### src/design/fscr_pkg.sv
// Package for the fan serial command responder.
// Holds the command codes, reply constants and the word types shared by the top level and the testbench.
// No dependencies.
`timescale 1ns / 1ps
`default_nettype none

package fscr_pkg;

	// Operation carried by an input word.
	localparam logic OP_RX_BYTE = 1'b0;
	localparam logic OP_TX_DONE = 1'b1;

	// Command code ranges.
	localparam logic [7:0] CMD_TEMP_A     = 8'd1;
	localparam logic [7:0] CMD_TEMP_B     = 8'd2;
	localparam logic [7:0] CMD_SPEED_LO   = 8'd3;
	localparam logic [7:0] CMD_SPEED_HI   = 8'd6;
	localparam logic [7:0] CMD_DUTY_LO    = 8'd7;
	localparam logic [7:0] CMD_DUTY_HI    = 8'd10;
	localparam logic [7:0] CMD_ENABLE_LO  = 8'd15;
	localparam logic [7:0] CMD_ENABLE_HI  = 8'd18;
	localparam logic [7:0] CMD_DISABLE_LO = 8'd19;
	localparam logic [7:0] CMD_DISABLE_HI = 8'd22;

	// Acknowledge byte sent after a fan action.
	localparam logic [7:0] OK_CODE = 8'd255;

	// Collection count at which further bytes are ignored.
	localparam logic [1:0] RX_COUNT_MAX = 2'd2;

	typedef enum logic [1:0] {
		FAN_NONE = 2'd0,
		FAN_SET  = 2'd1,
		FAN_ON   = 2'd2,
		FAN_OFF  = 2'd3
	} fan_action_t;

	typedef struct packed {
		logic        op;
		logic [7:0]  rx_byte;
		logic [7:0]  temp_a;
		logic [7:0]  temp_b;
		logic [15:0] speed_a;
		logic [15:0] speed_b;
		logic [15:0] speed_c;
		logic [15:0] speed_d;
	} cmd_word_t;

	typedef struct packed {
		logic        tx_valid;
		logic [7:0]  tx_byte;
		fan_action_t fan_action;
		logic [1:0]  fan_index;
		logic [7:0]  duty_value;
	} rsp_word_t;

endpackage

`default_nettype wire

### src/design/fscr_cmd_if.sv
// Input channel of the fan serial command responder: valid, ready and the input word.
// Depends on nothing but plain logic types.
`timescale 1ns / 1ps
`default_nettype none

interface fscr_cmd_if;
	logic        valid;
	logic        ready;
	logic        op;
	logic [7:0]  rx_byte;
	logic [7:0]  temp_a;
	logic [7:0]  temp_b;
	logic [15:0] speed_a;
	logic [15:0] speed_b;
	logic [15:0] speed_c;
	logic [15:0] speed_d;

	modport source (
		output valid, op, rx_byte, temp_a, temp_b, speed_a, speed_b, speed_c, speed_d,
		input  ready
	);
	modport sink (
		input  valid, op, rx_byte, temp_a, temp_b, speed_a, speed_b, speed_c, speed_d,
		output ready
	);
endinterface

`default_nettype wire

### src/design/fscr_rsp_if.sv
// Output channel of the fan serial command responder: valid, ready and the result word.
// Depends on nothing but plain logic types.
`timescale 1ns / 1ps
`default_nettype none

interface fscr_rsp_if;
	logic       valid;
	logic       ready;
	logic       tx_valid;
	logic [7:0] tx_byte;
	logic [1:0] fan_action;
	logic [1:0] fan_index;
	logic [7:0] duty_value;

	modport source (
		output valid, tx_valid, tx_byte, fan_action, fan_index, duty_value,
		input  ready
	);
	modport sink (
		input  valid, tx_valid, tx_byte, fan_action, fan_index, duty_value,
		output ready
	);
endinterface

`default_nettype wire

### src/design/fan_serial_command_responder.sv
// Each accepted word passes through the input register and then the result register, which holds its result word.
// Throughput: one word per cycle; the input register and the result register advance
// together whenever the result register is empty or being taken.
// Reset (arst_n low, asynchronous): both registers empty, command, argument, collection
// count and reply state cleared to zero.
// Top level of the fan serial command responder; uses fscr_pkg and the two channel interfaces.
`timescale 1ns / 1ps
`default_nettype none

module fan_serial_command_responder (
	input  wire logic  clk,
	input  wire logic  arst_n,
	fscr_cmd_if.sink   cmd,
	fscr_rsp_if.source rsp
);

	fscr_pkg::cmd_word_t item_s1;
	logic                valid_s1;
	fscr_pkg::rsp_word_t rsp_q;
	logic                rsp_valid_q;

	logic [7:0] cmd_q;
	logic [7:0] arg_q;
	logic [1:0] rx_count_q;
	logic [7:0] reply_q [2];
	logic [1:0] reply_len_q;
	logic [1:0] reply_pos_q;

	logic [7:0] cmd_d;
	logic [7:0] arg_d;
	logic [1:0] rx_count_d;
	logic [7:0] reply0_d;
	logic [7:0] reply1_d;
	logic [1:0] reply_len_d;
	logic [1:0] reply_pos_d;
	fscr_pkg::rsp_word_t rsp_d;

	logic       advance;
	logic [7:0] cmd_off;
	logic [15:0] speed_sel;

	assign advance   = valid_s1 && (!rsp_valid_q || rsp.ready);
	assign cmd.ready = !valid_s1 || advance;

	always_ff @(posedge clk or negedge arst_n) begin
		if (!arst_n) begin
			valid_s1 <= 1'b0;
		end else if (cmd.ready) begin
			valid_s1 <= cmd.valid;
		end
	end

	always_ff @(posedge clk) begin
		if (cmd.ready && cmd.valid) begin
			item_s1 <= '{op: cmd.op, rx_byte: cmd.rx_byte, temp_a: cmd.temp_a,
				temp_b: cmd.temp_b, speed_a: cmd.speed_a, speed_b: cmd.speed_b,
				speed_c: cmd.speed_c, speed_d: cmd.speed_d};
		end
	end

	always_comb begin
		unique case (cmd_q[1:0] - 2'd3)
			2'd0:    speed_sel = item_s1.speed_a;
			2'd1:    speed_sel = item_s1.speed_b;
			2'd2:    speed_sel = item_s1.speed_c;
			default: speed_sel = item_s1.speed_d;
		endcase
	end

	always_comb begin
		cmd_d       = cmd_q;
		arg_d       = arg_q;
		rx_count_d  = rx_count_q;
		reply0_d    = reply_q[0];
		reply1_d    = reply_q[1];
		reply_len_d = reply_len_q;
		reply_pos_d = reply_pos_q;
		rsp_d       = '{tx_valid: 1'b0, tx_byte: 8'd0, fan_action: fscr_pkg::FAN_NONE,
			fan_index: 2'd0, duty_value: 8'd0};
		cmd_off     = 8'd0;

		priority if (item_s1.op == fscr_pkg::OP_TX_DONE) begin
			if (reply_pos_q < reply_len_q) begin
				rsp_d.tx_valid = 1'b1;
				rsp_d.tx_byte  = reply_q[reply_pos_q[0]];
				reply_pos_d    = reply_pos_q + 2'd1;
			end else begin
				reply_len_d = 2'd0;
				reply_pos_d = 2'd0;
			end
		end else if (reply_len_q != 2'd0) begin
			// A reply is still pending, so the received byte is dropped.
		end else if (item_s1.rx_byte != 8'd0) begin
			if (rx_count_q == 2'd0) begin
				cmd_d = item_s1.rx_byte;
			end else if (rx_count_q == 2'd1) begin
				arg_d = item_s1.rx_byte;
			end
			if (rx_count_q < fscr_pkg::RX_COUNT_MAX) begin
				rx_count_d = rx_count_q + 2'd1;
			end
		end else begin
			// Terminator: execute the stored command. No reply is pending here, so the
			// first reply byte goes out at once and the position moves to the second.
			rx_count_d = 2'd0;
			priority if (cmd_q == fscr_pkg::CMD_TEMP_A) begin
				reply0_d    = item_s1.temp_a;
				reply_len_d = 2'd1;
			end else if (cmd_q == fscr_pkg::CMD_TEMP_B) begin
				reply0_d    = item_s1.temp_b;
				reply_len_d = 2'd1;
			end else if (cmd_q >= fscr_pkg::CMD_SPEED_LO && cmd_q <= fscr_pkg::CMD_SPEED_HI) begin
				reply0_d    = speed_sel[15:8];
				reply1_d    = speed_sel[7:0];
				reply_len_d = 2'd2;
			end else if (cmd_q >= fscr_pkg::CMD_DUTY_LO && cmd_q <= fscr_pkg::CMD_DUTY_HI) begin
				cmd_off          = cmd_q - fscr_pkg::CMD_DUTY_LO;
				rsp_d.fan_action = fscr_pkg::FAN_SET;
				rsp_d.fan_index  = cmd_off[1:0];
				rsp_d.duty_value = arg_q;
				reply0_d         = fscr_pkg::OK_CODE;
				reply_len_d      = 2'd1;
			end else if (cmd_q >= fscr_pkg::CMD_ENABLE_LO &&
					cmd_q <= fscr_pkg::CMD_ENABLE_HI) begin
				cmd_off          = cmd_q - fscr_pkg::CMD_ENABLE_LO;
				rsp_d.fan_action = fscr_pkg::FAN_ON;
				rsp_d.fan_index  = cmd_off[1:0];
				reply0_d         = fscr_pkg::OK_CODE;
				reply_len_d      = 2'd1;
			end else if (cmd_q >= fscr_pkg::CMD_DISABLE_LO &&
					cmd_q <= fscr_pkg::CMD_DISABLE_HI) begin
				cmd_off          = cmd_q - fscr_pkg::CMD_DISABLE_LO;
				rsp_d.fan_action = fscr_pkg::FAN_OFF;
				rsp_d.fan_index  = cmd_off[1:0];
				reply0_d         = fscr_pkg::OK_CODE;
				reply_len_d      = 2'd1;
			end else begin
				// Unknown command: no reply and no action.
			end
			if (reply_len_d != 2'd0) begin
				rsp_d.tx_valid = 1'b1;
				rsp_d.tx_byte  = reply0_d;
				reply_pos_d    = 2'd1;
			end
		end
	end

	always_ff @(posedge clk or negedge arst_n) begin
		if (!arst_n) begin
			cmd_q       <= 8'd0;
			arg_q       <= 8'd0;
			rx_count_q  <= 2'd0;
			reply_q[0]  <= 8'd0;
			reply_q[1]  <= 8'd0;
			reply_len_q <= 2'd0;
			reply_pos_q <= 2'd0;
		end else if (advance) begin
			cmd_q       <= cmd_d;
			arg_q       <= arg_d;
			rx_count_q  <= rx_count_d;
			reply_q[0]  <= reply0_d;
			reply_q[1]  <= reply1_d;
			reply_len_q <= reply_len_d;
			reply_pos_q <= reply_pos_d;
		end
	end

	always_ff @(posedge clk or negedge arst_n) begin
		if (!arst_n) begin
			rsp_valid_q <= 1'b0;
		end else if (advance) begin
			rsp_valid_q <= 1'b1;
		end else if (rsp.ready) begin
			rsp_valid_q <= 1'b0;
		end
	end

	always_ff @(posedge clk) begin
		if (advance) begin
			rsp_q <= rsp_d;
		end
	end

	assign rsp.valid      = rsp_valid_q;
	assign rsp.tx_valid   = rsp_q.tx_valid;
	assign rsp.tx_byte    = rsp_q.tx_byte;
	assign rsp.fan_action = rsp_q.fan_action;
	assign rsp.fan_index  = rsp_q.fan_index;
	assign rsp.duty_value = rsp_q.duty_value;

endmodule

`default_nettype wire

### src/flat_wrapper.sv
// flat-port wrapper written by rule: the top's interface ports become plain ports
module fan_serial_command_responder_flat 
  (clk, arst_n, cmd_valid, cmd_op, cmd_rx_byte, cmd_temp_a, cmd_temp_b, cmd_speed_a, cmd_speed_b, cmd_speed_c, cmd_speed_d, cmd_ready, rsp_valid, rsp_tx_valid, rsp_tx_byte, rsp_fan_action, rsp_fan_index, rsp_duty_value, rsp_ready);
  fscr_cmd_if cmd_i ();
  fscr_rsp_if rsp_i ();
  input  wire logic clk;
  input  wire logic arst_n;
  input wire logic [$bits(cmd_i.valid)-1:0] cmd_valid;
  input wire logic [$bits(cmd_i.op)-1:0] cmd_op;
  input wire logic [$bits(cmd_i.rx_byte)-1:0] cmd_rx_byte;
  input wire logic [$bits(cmd_i.temp_a)-1:0] cmd_temp_a;
  input wire logic [$bits(cmd_i.temp_b)-1:0] cmd_temp_b;
  input wire logic [$bits(cmd_i.speed_a)-1:0] cmd_speed_a;
  input wire logic [$bits(cmd_i.speed_b)-1:0] cmd_speed_b;
  input wire logic [$bits(cmd_i.speed_c)-1:0] cmd_speed_c;
  input wire logic [$bits(cmd_i.speed_d)-1:0] cmd_speed_d;
  output wire logic [$bits(cmd_i.ready)-1:0] cmd_ready;
  output wire logic [$bits(rsp_i.valid)-1:0] rsp_valid;
  output wire logic [$bits(rsp_i.tx_valid)-1:0] rsp_tx_valid;
  output wire logic [$bits(rsp_i.tx_byte)-1:0] rsp_tx_byte;
  output wire logic [$bits(rsp_i.fan_action)-1:0] rsp_fan_action;
  output wire logic [$bits(rsp_i.fan_index)-1:0] rsp_fan_index;
  output wire logic [$bits(rsp_i.duty_value)-1:0] rsp_duty_value;
  input wire logic [$bits(rsp_i.ready)-1:0] rsp_ready;
  assign cmd_i.valid = cmd_valid;
  assign cmd_i.op = cmd_op;
  assign cmd_i.rx_byte = cmd_rx_byte;
  assign cmd_i.temp_a = cmd_temp_a;
  assign cmd_i.temp_b = cmd_temp_b;
  assign cmd_i.speed_a = cmd_speed_a;
  assign cmd_i.speed_b = cmd_speed_b;
  assign cmd_i.speed_c = cmd_speed_c;
  assign cmd_i.speed_d = cmd_speed_d;
  assign cmd_ready = cmd_i.ready;
  assign rsp_valid = rsp_i.valid;
  assign rsp_tx_valid = rsp_i.tx_valid;
  assign rsp_tx_byte = rsp_i.tx_byte;
  assign rsp_fan_action = rsp_i.fan_action;
  assign rsp_fan_index = rsp_i.fan_index;
  assign rsp_duty_value = rsp_i.duty_value;
  assign rsp_i.ready = rsp_ready;
  fan_serial_command_responder u_core (.clk(clk), .arst_n(arst_n), .cmd(cmd_i), .rsp(rsp_i));
endmodule
### config.mk
export PLATFORM = sky130hd
export DESIGN_NAME = fan_serial_command_responder_flat
export DESIGN_NICKNAME = d
export VERILOG_FILES = /design/src/design/fscr_pkg.sv /design/src/design/fscr_cmd_if.sv /design/src/design/fscr_rsp_if.sv /design/src/design/fan_serial_command_responder.sv /design/src/flat_wrapper.sv
export SDC_FILE = /design/constraint.sdc
export NUM_CORES = 1
export LEC_CHECK = 0
export BUFFER_PORTS_ARGS = -buffer_cell sky130_fd_sc_hd__buf_2
export CAP_MARGIN = 15
export CORE_UTILIZATION = 45
export CTS_BUF_LIST = sky130_fd_sc_hd__clkbuf_8
export DETAILED_ROUTE_END_ITERATION = 8
export GPL_TIMING_DRIVEN = 0
export HOLD_SLACK_MARGIN = 0.15
export PLACE_DENSITY = 0.75
export SETUP_SLACK_MARGIN = 0.2
export SLEW_MARGIN = 0
export SYNTH_ARGS = -nofsm -noshare
export SYNTH_HDL_FRONTEND = slang
export SYNTH_SLANG_ARGS = --single-unit
### constraint.sdc
create_clock -name clk -period 3.53 [get_ports clk]
set_clock_uncertainty 0.1 [all_clocks]
set_input_delay 0.1765 -clock clk [delete_from_list [all_inputs] [get_ports clk]]
set_output_delay 0.1765 -clock clk [all_outputs]
set_load 0.05 [all_outputs]
==> summary.txt <==
Outcome
  • Outcome: finished clean

Global route
  • GRT Util Overall: 23.8%
  • Overflow after GRT: 0
  • First-pass GRT wire length: around 26 mm
  • Initial antenna violation count: 3
  • Largest net degree at the start of global routing: 80
  • Vias in the first global route: just over 5k

Yosys
  • Gate Count Post-Synth: about 470
  • Synth unique cells: 54
  • Seq/Total Area, Yosys: between 60% and 70%
  • YS warnings: 0
  • Syn Std Cell Area: about 6400 µm²
  • EDFF count, synth: 110
  • Post-Syn Area per Cell: between 10 and 15 µm²
  • Seq cells post-synth: 150
  • Asr flop ratio synth: 26.7%
  • Primary FF master, synth: edfxtp_1
  • Mapped Nets: 567

Final layout
  • Area added between synthesis and finish: 34.4%
  • Final core occ: between 60 and 70%
  • Final instance count without filler cells: a little under 900
  • Nets@finish: 796
  • Share of cells above drive strength 1: 26.1%

Clock tree
  • Root Driver: clkbuf_8
  • CTS tree: yes
  • Worst-path clk slew: 80 ps
  • Clock Sinks: 150
  • CTS Buf Count: 17
  • Clk Latency, worst-skew pair: 450 ps
  • H-tree levels: 4
  • Clk buf depth: 2

Placed design
  • Final Wtd Congestion: roughly 0.86
  • Detailed Place HPWL: 10.0 mm
  • Placed Cells: approximately 760
  • Port bufs: 115

Critical path
  • Crit Path Category: reg2reg
  • Worst EP required: between 3000 and 4000 ps
  • Worst Setup Start Kind: register
  • CP endpoint kind: register
  • Arrival time at the worst endpoint: around 3400 ps
  • CP Max Fanout: 9

Power
  • Comb pwr share: 30.1%
  • Net Sw Power: 0.00171 W
  • Design internal power: 0.00347 W
  • Peak supply drop: ~0.32 mV
  • Clock power share: between 20% and 30%
  • Leak pwr: 3.42 nW
  • Flop pwr share: 42.8%
  • Pwr Density: approximately 600 nW/µm²
  • Sw Share: about a third

Worst hold path
  • Hold Crit Class: in2async

Route
  • 1st-iter DRT viols: 378
  • First drt pass iteration count: 6
  • Routed Antenna Nets: 0
  • Residual DRC count: 0
  • Via density: 5.58
  • WL/cell: 18.5 µm
  • Via count: 4973
  • Final wirelength: 16.5 mm

Floorplanning
  • FP Rows: 43
  • Initial core utilization: 46.2%
  • Die height: 122 µm
  • I/O pins: 116
  • Die Area: 14800 µm²
  • Die W: 122 µm
  • CORE AREA: 13900 µm²

STA
  • RSZ-0062 raised after global routing: false
  • Fin crit share: 92.0%
  • Setup TNS: 0 ps
  • Final hold viol count: 0
  • Least-Margin Pin Slew: 934 ps
  • Fin. max-slew vios: 0
  • Rel. slew slack: a little under two fifths
  • FMAX: about 310 MHz
  • Tmin final: about 3200 ps
  • Finish-stage setup viols: 0

Flow run
  • Max-cap violation count: 0
[synthesized netlist by cell type (all sizes together), types with 4 or more instances]
| master | count | area, µm² |
|---|---|---|
| nand3 | 9 | 45.0 |
| edfxtp | 110 | 3300 |
| buf | 5 | 28.8 |
| a221oi | 9 | 78.8 |
| a22oi | 8 | 60.1 |
| o22ai | 10 | 62.6 |
| a21oi | 6 | 30.0 |
| nor2 | 38 | 143 |
| and2 | 9 | 56.3 |
| ha | 8 | 100 |
| dfrtp | 40 | 1000 |
| nor3b | 8 | 60.1 |
| o32a | 8 | 80.1 |
| o21a | 8 | 60.1 |
| nand2 | 16 | 60.1 |
| a211oi | 9 | 67.6 |
| mux2i | 17 | 170 |
| inv | 28 | 105 |
| o21ai | 16 | 80.1 |
| clkbuf | 19 | 71.3 |
| nand2b | 4 | 25.0 |
| a222oi | 16 | 160 |
| mux2 | 24 | 270 |
| nor3 | 7 | 46.3 |
[logic make-up (layout without fill, tap and decap cells)]
group	Yosys count	in the layout	share of synthesized area [%]
multiplexers	41	41	6.85
AO/OA/AOI/OAI	103	103	12.2
XOR/XNOR	1	1	0.136
flip-flops	150	150	66.9
adder cells (fa/ha/maj)	8	8	1.56
buffers and inverters	52	294	3.19
other	0	3	0
AND/OR/NAND/NOR	111	111	9.14
[cell type report]
cell class	count	area, µm²
Fill cell	998	5290
Sequential cell	150	4300
Multi-Input combinational cell	264	1930
Timing Repair Buffer	210	1540
Clock buffer	17	234
Tap cell	180	225
Clock inverter	15	186
Buffer	24	105
Inverter	28	105
Antenna cell	3	7.51
[per-stage QoR]
step | area, µm² | total power [W] | hold WS [ps] | setup WS [ps]
floorplan | 6430 | 0.00323 | -219 | 686
global placement | 7230 | 0.00360 | 252 | 213
detailed placement | 7260 | 0.00366 | 255 | 180
CTS | 8620 | 0.00514 | 294 | 235
global route | 8640 | 0.00543 | 307 | 134
finish | 8640 | 0.00518 | 303 | 284
[sequential cells by signal, summed over array words and instances, names as in the netlist]
signal and count:
u_core.rx_count_q 2, u_core.reply_len_q 2, u_core.item_s1 89, u_core.reply_q 16, u_core.arg_q 8, u_core.reply_pos_q 2
u_core.rsp.duty_value 8, u_core.valid_s1 1, u_core.rsp.tx_byte 8, u_core.cmd_q 8, u_core.rsp.valid 1, u_core.rsp.fan_action 2
u_core.rsp.tx_valid 1, u_core.rsp.fan_index 2
[power by group through the flow]
stage	Combinational, W	Sequential [W]	Clock (W)
2_1_floorplan	0.000950	0.00228	0
3_3_place_gp	0.00136	0.00224	0
3_5_place_dp	0.00141	0.00225	0
4_1_cts	0.00150	0.00221	0.00142
5_1_grt	0.00170	0.00224	0.00150
6_report	0.00156	0.00222	0.00141
[metal layers]
metal / GRT usage [%] / up-vias / routed length [µm]
met4: 13.7 / 0 / 583
met2: 39.8 / 276 / 8380
met1: 28.1 / 2389 / 6210
met3: 5.81 / 44 / 1310
li1: - / 2264 / -
met5: 0 / - / 0
[worst max-delay path: stages (launching register included)]
cell      delay (ps)
dfrtp_1          410
clkbuf_1         220
inv_1            180
ha_1             330
and3b_1          230
o311ai_0         690
nand4_1          180
buf_4            230
a221oi_1         440
[cells in the final DEF (no fill, tap or decap), drive strengths merged, types with 4 or more instances in the layout]
cell type	n
o22ai	10
nor2	38
a21oi	6
nor3b	8
ha	8
and2	9
bufinv	4
nand3	9
inv	32
dfrtp	40
nand2	16
nor3	7
mux2i	17
a211oi	9
buf	122
o21ai	16
a221oi	9
a222oi	16
dlygate4sd3	93
clkinv	7
a22oi	8
mux2	24
nand2b	4
o32a	8
edfxtp	110
clkbuf	36
o21a	8
[final timing paths]
path / to / depth (start not counted) / startpoint / slack (ps)
min reg2reg: u_core.arg_q[6] / 1 / u_core.arg_q[6] / 400
max: u_core.rsp.tx_byte[6] / 8 / u_core.cmd_q[0] / 280
max reg2reg: u_core.rsp.tx_byte[6] / 8 / u_core.cmd_q[0] / 280
max in group asynchronous: u_core.reply_q[5] / 2 / arst_n / 2440
min in group clk: u_core.item_s1[44] / 2 / cmd_speed_b[12] / 330
min: u_core.arg_q[3] / 2 / arst_n / 300
[timing repair]
item,4_1_cts,5_1_grt
gates resized for setup,1,9
hold endpoints to repair,141,0
pin swaps,0,1
endpoints found under the setup margin,1,8
hold buffers,93,0
buffers inserted,0,1
cloned,0,0
Note: power is estimated with default switching activity, not from simulation.
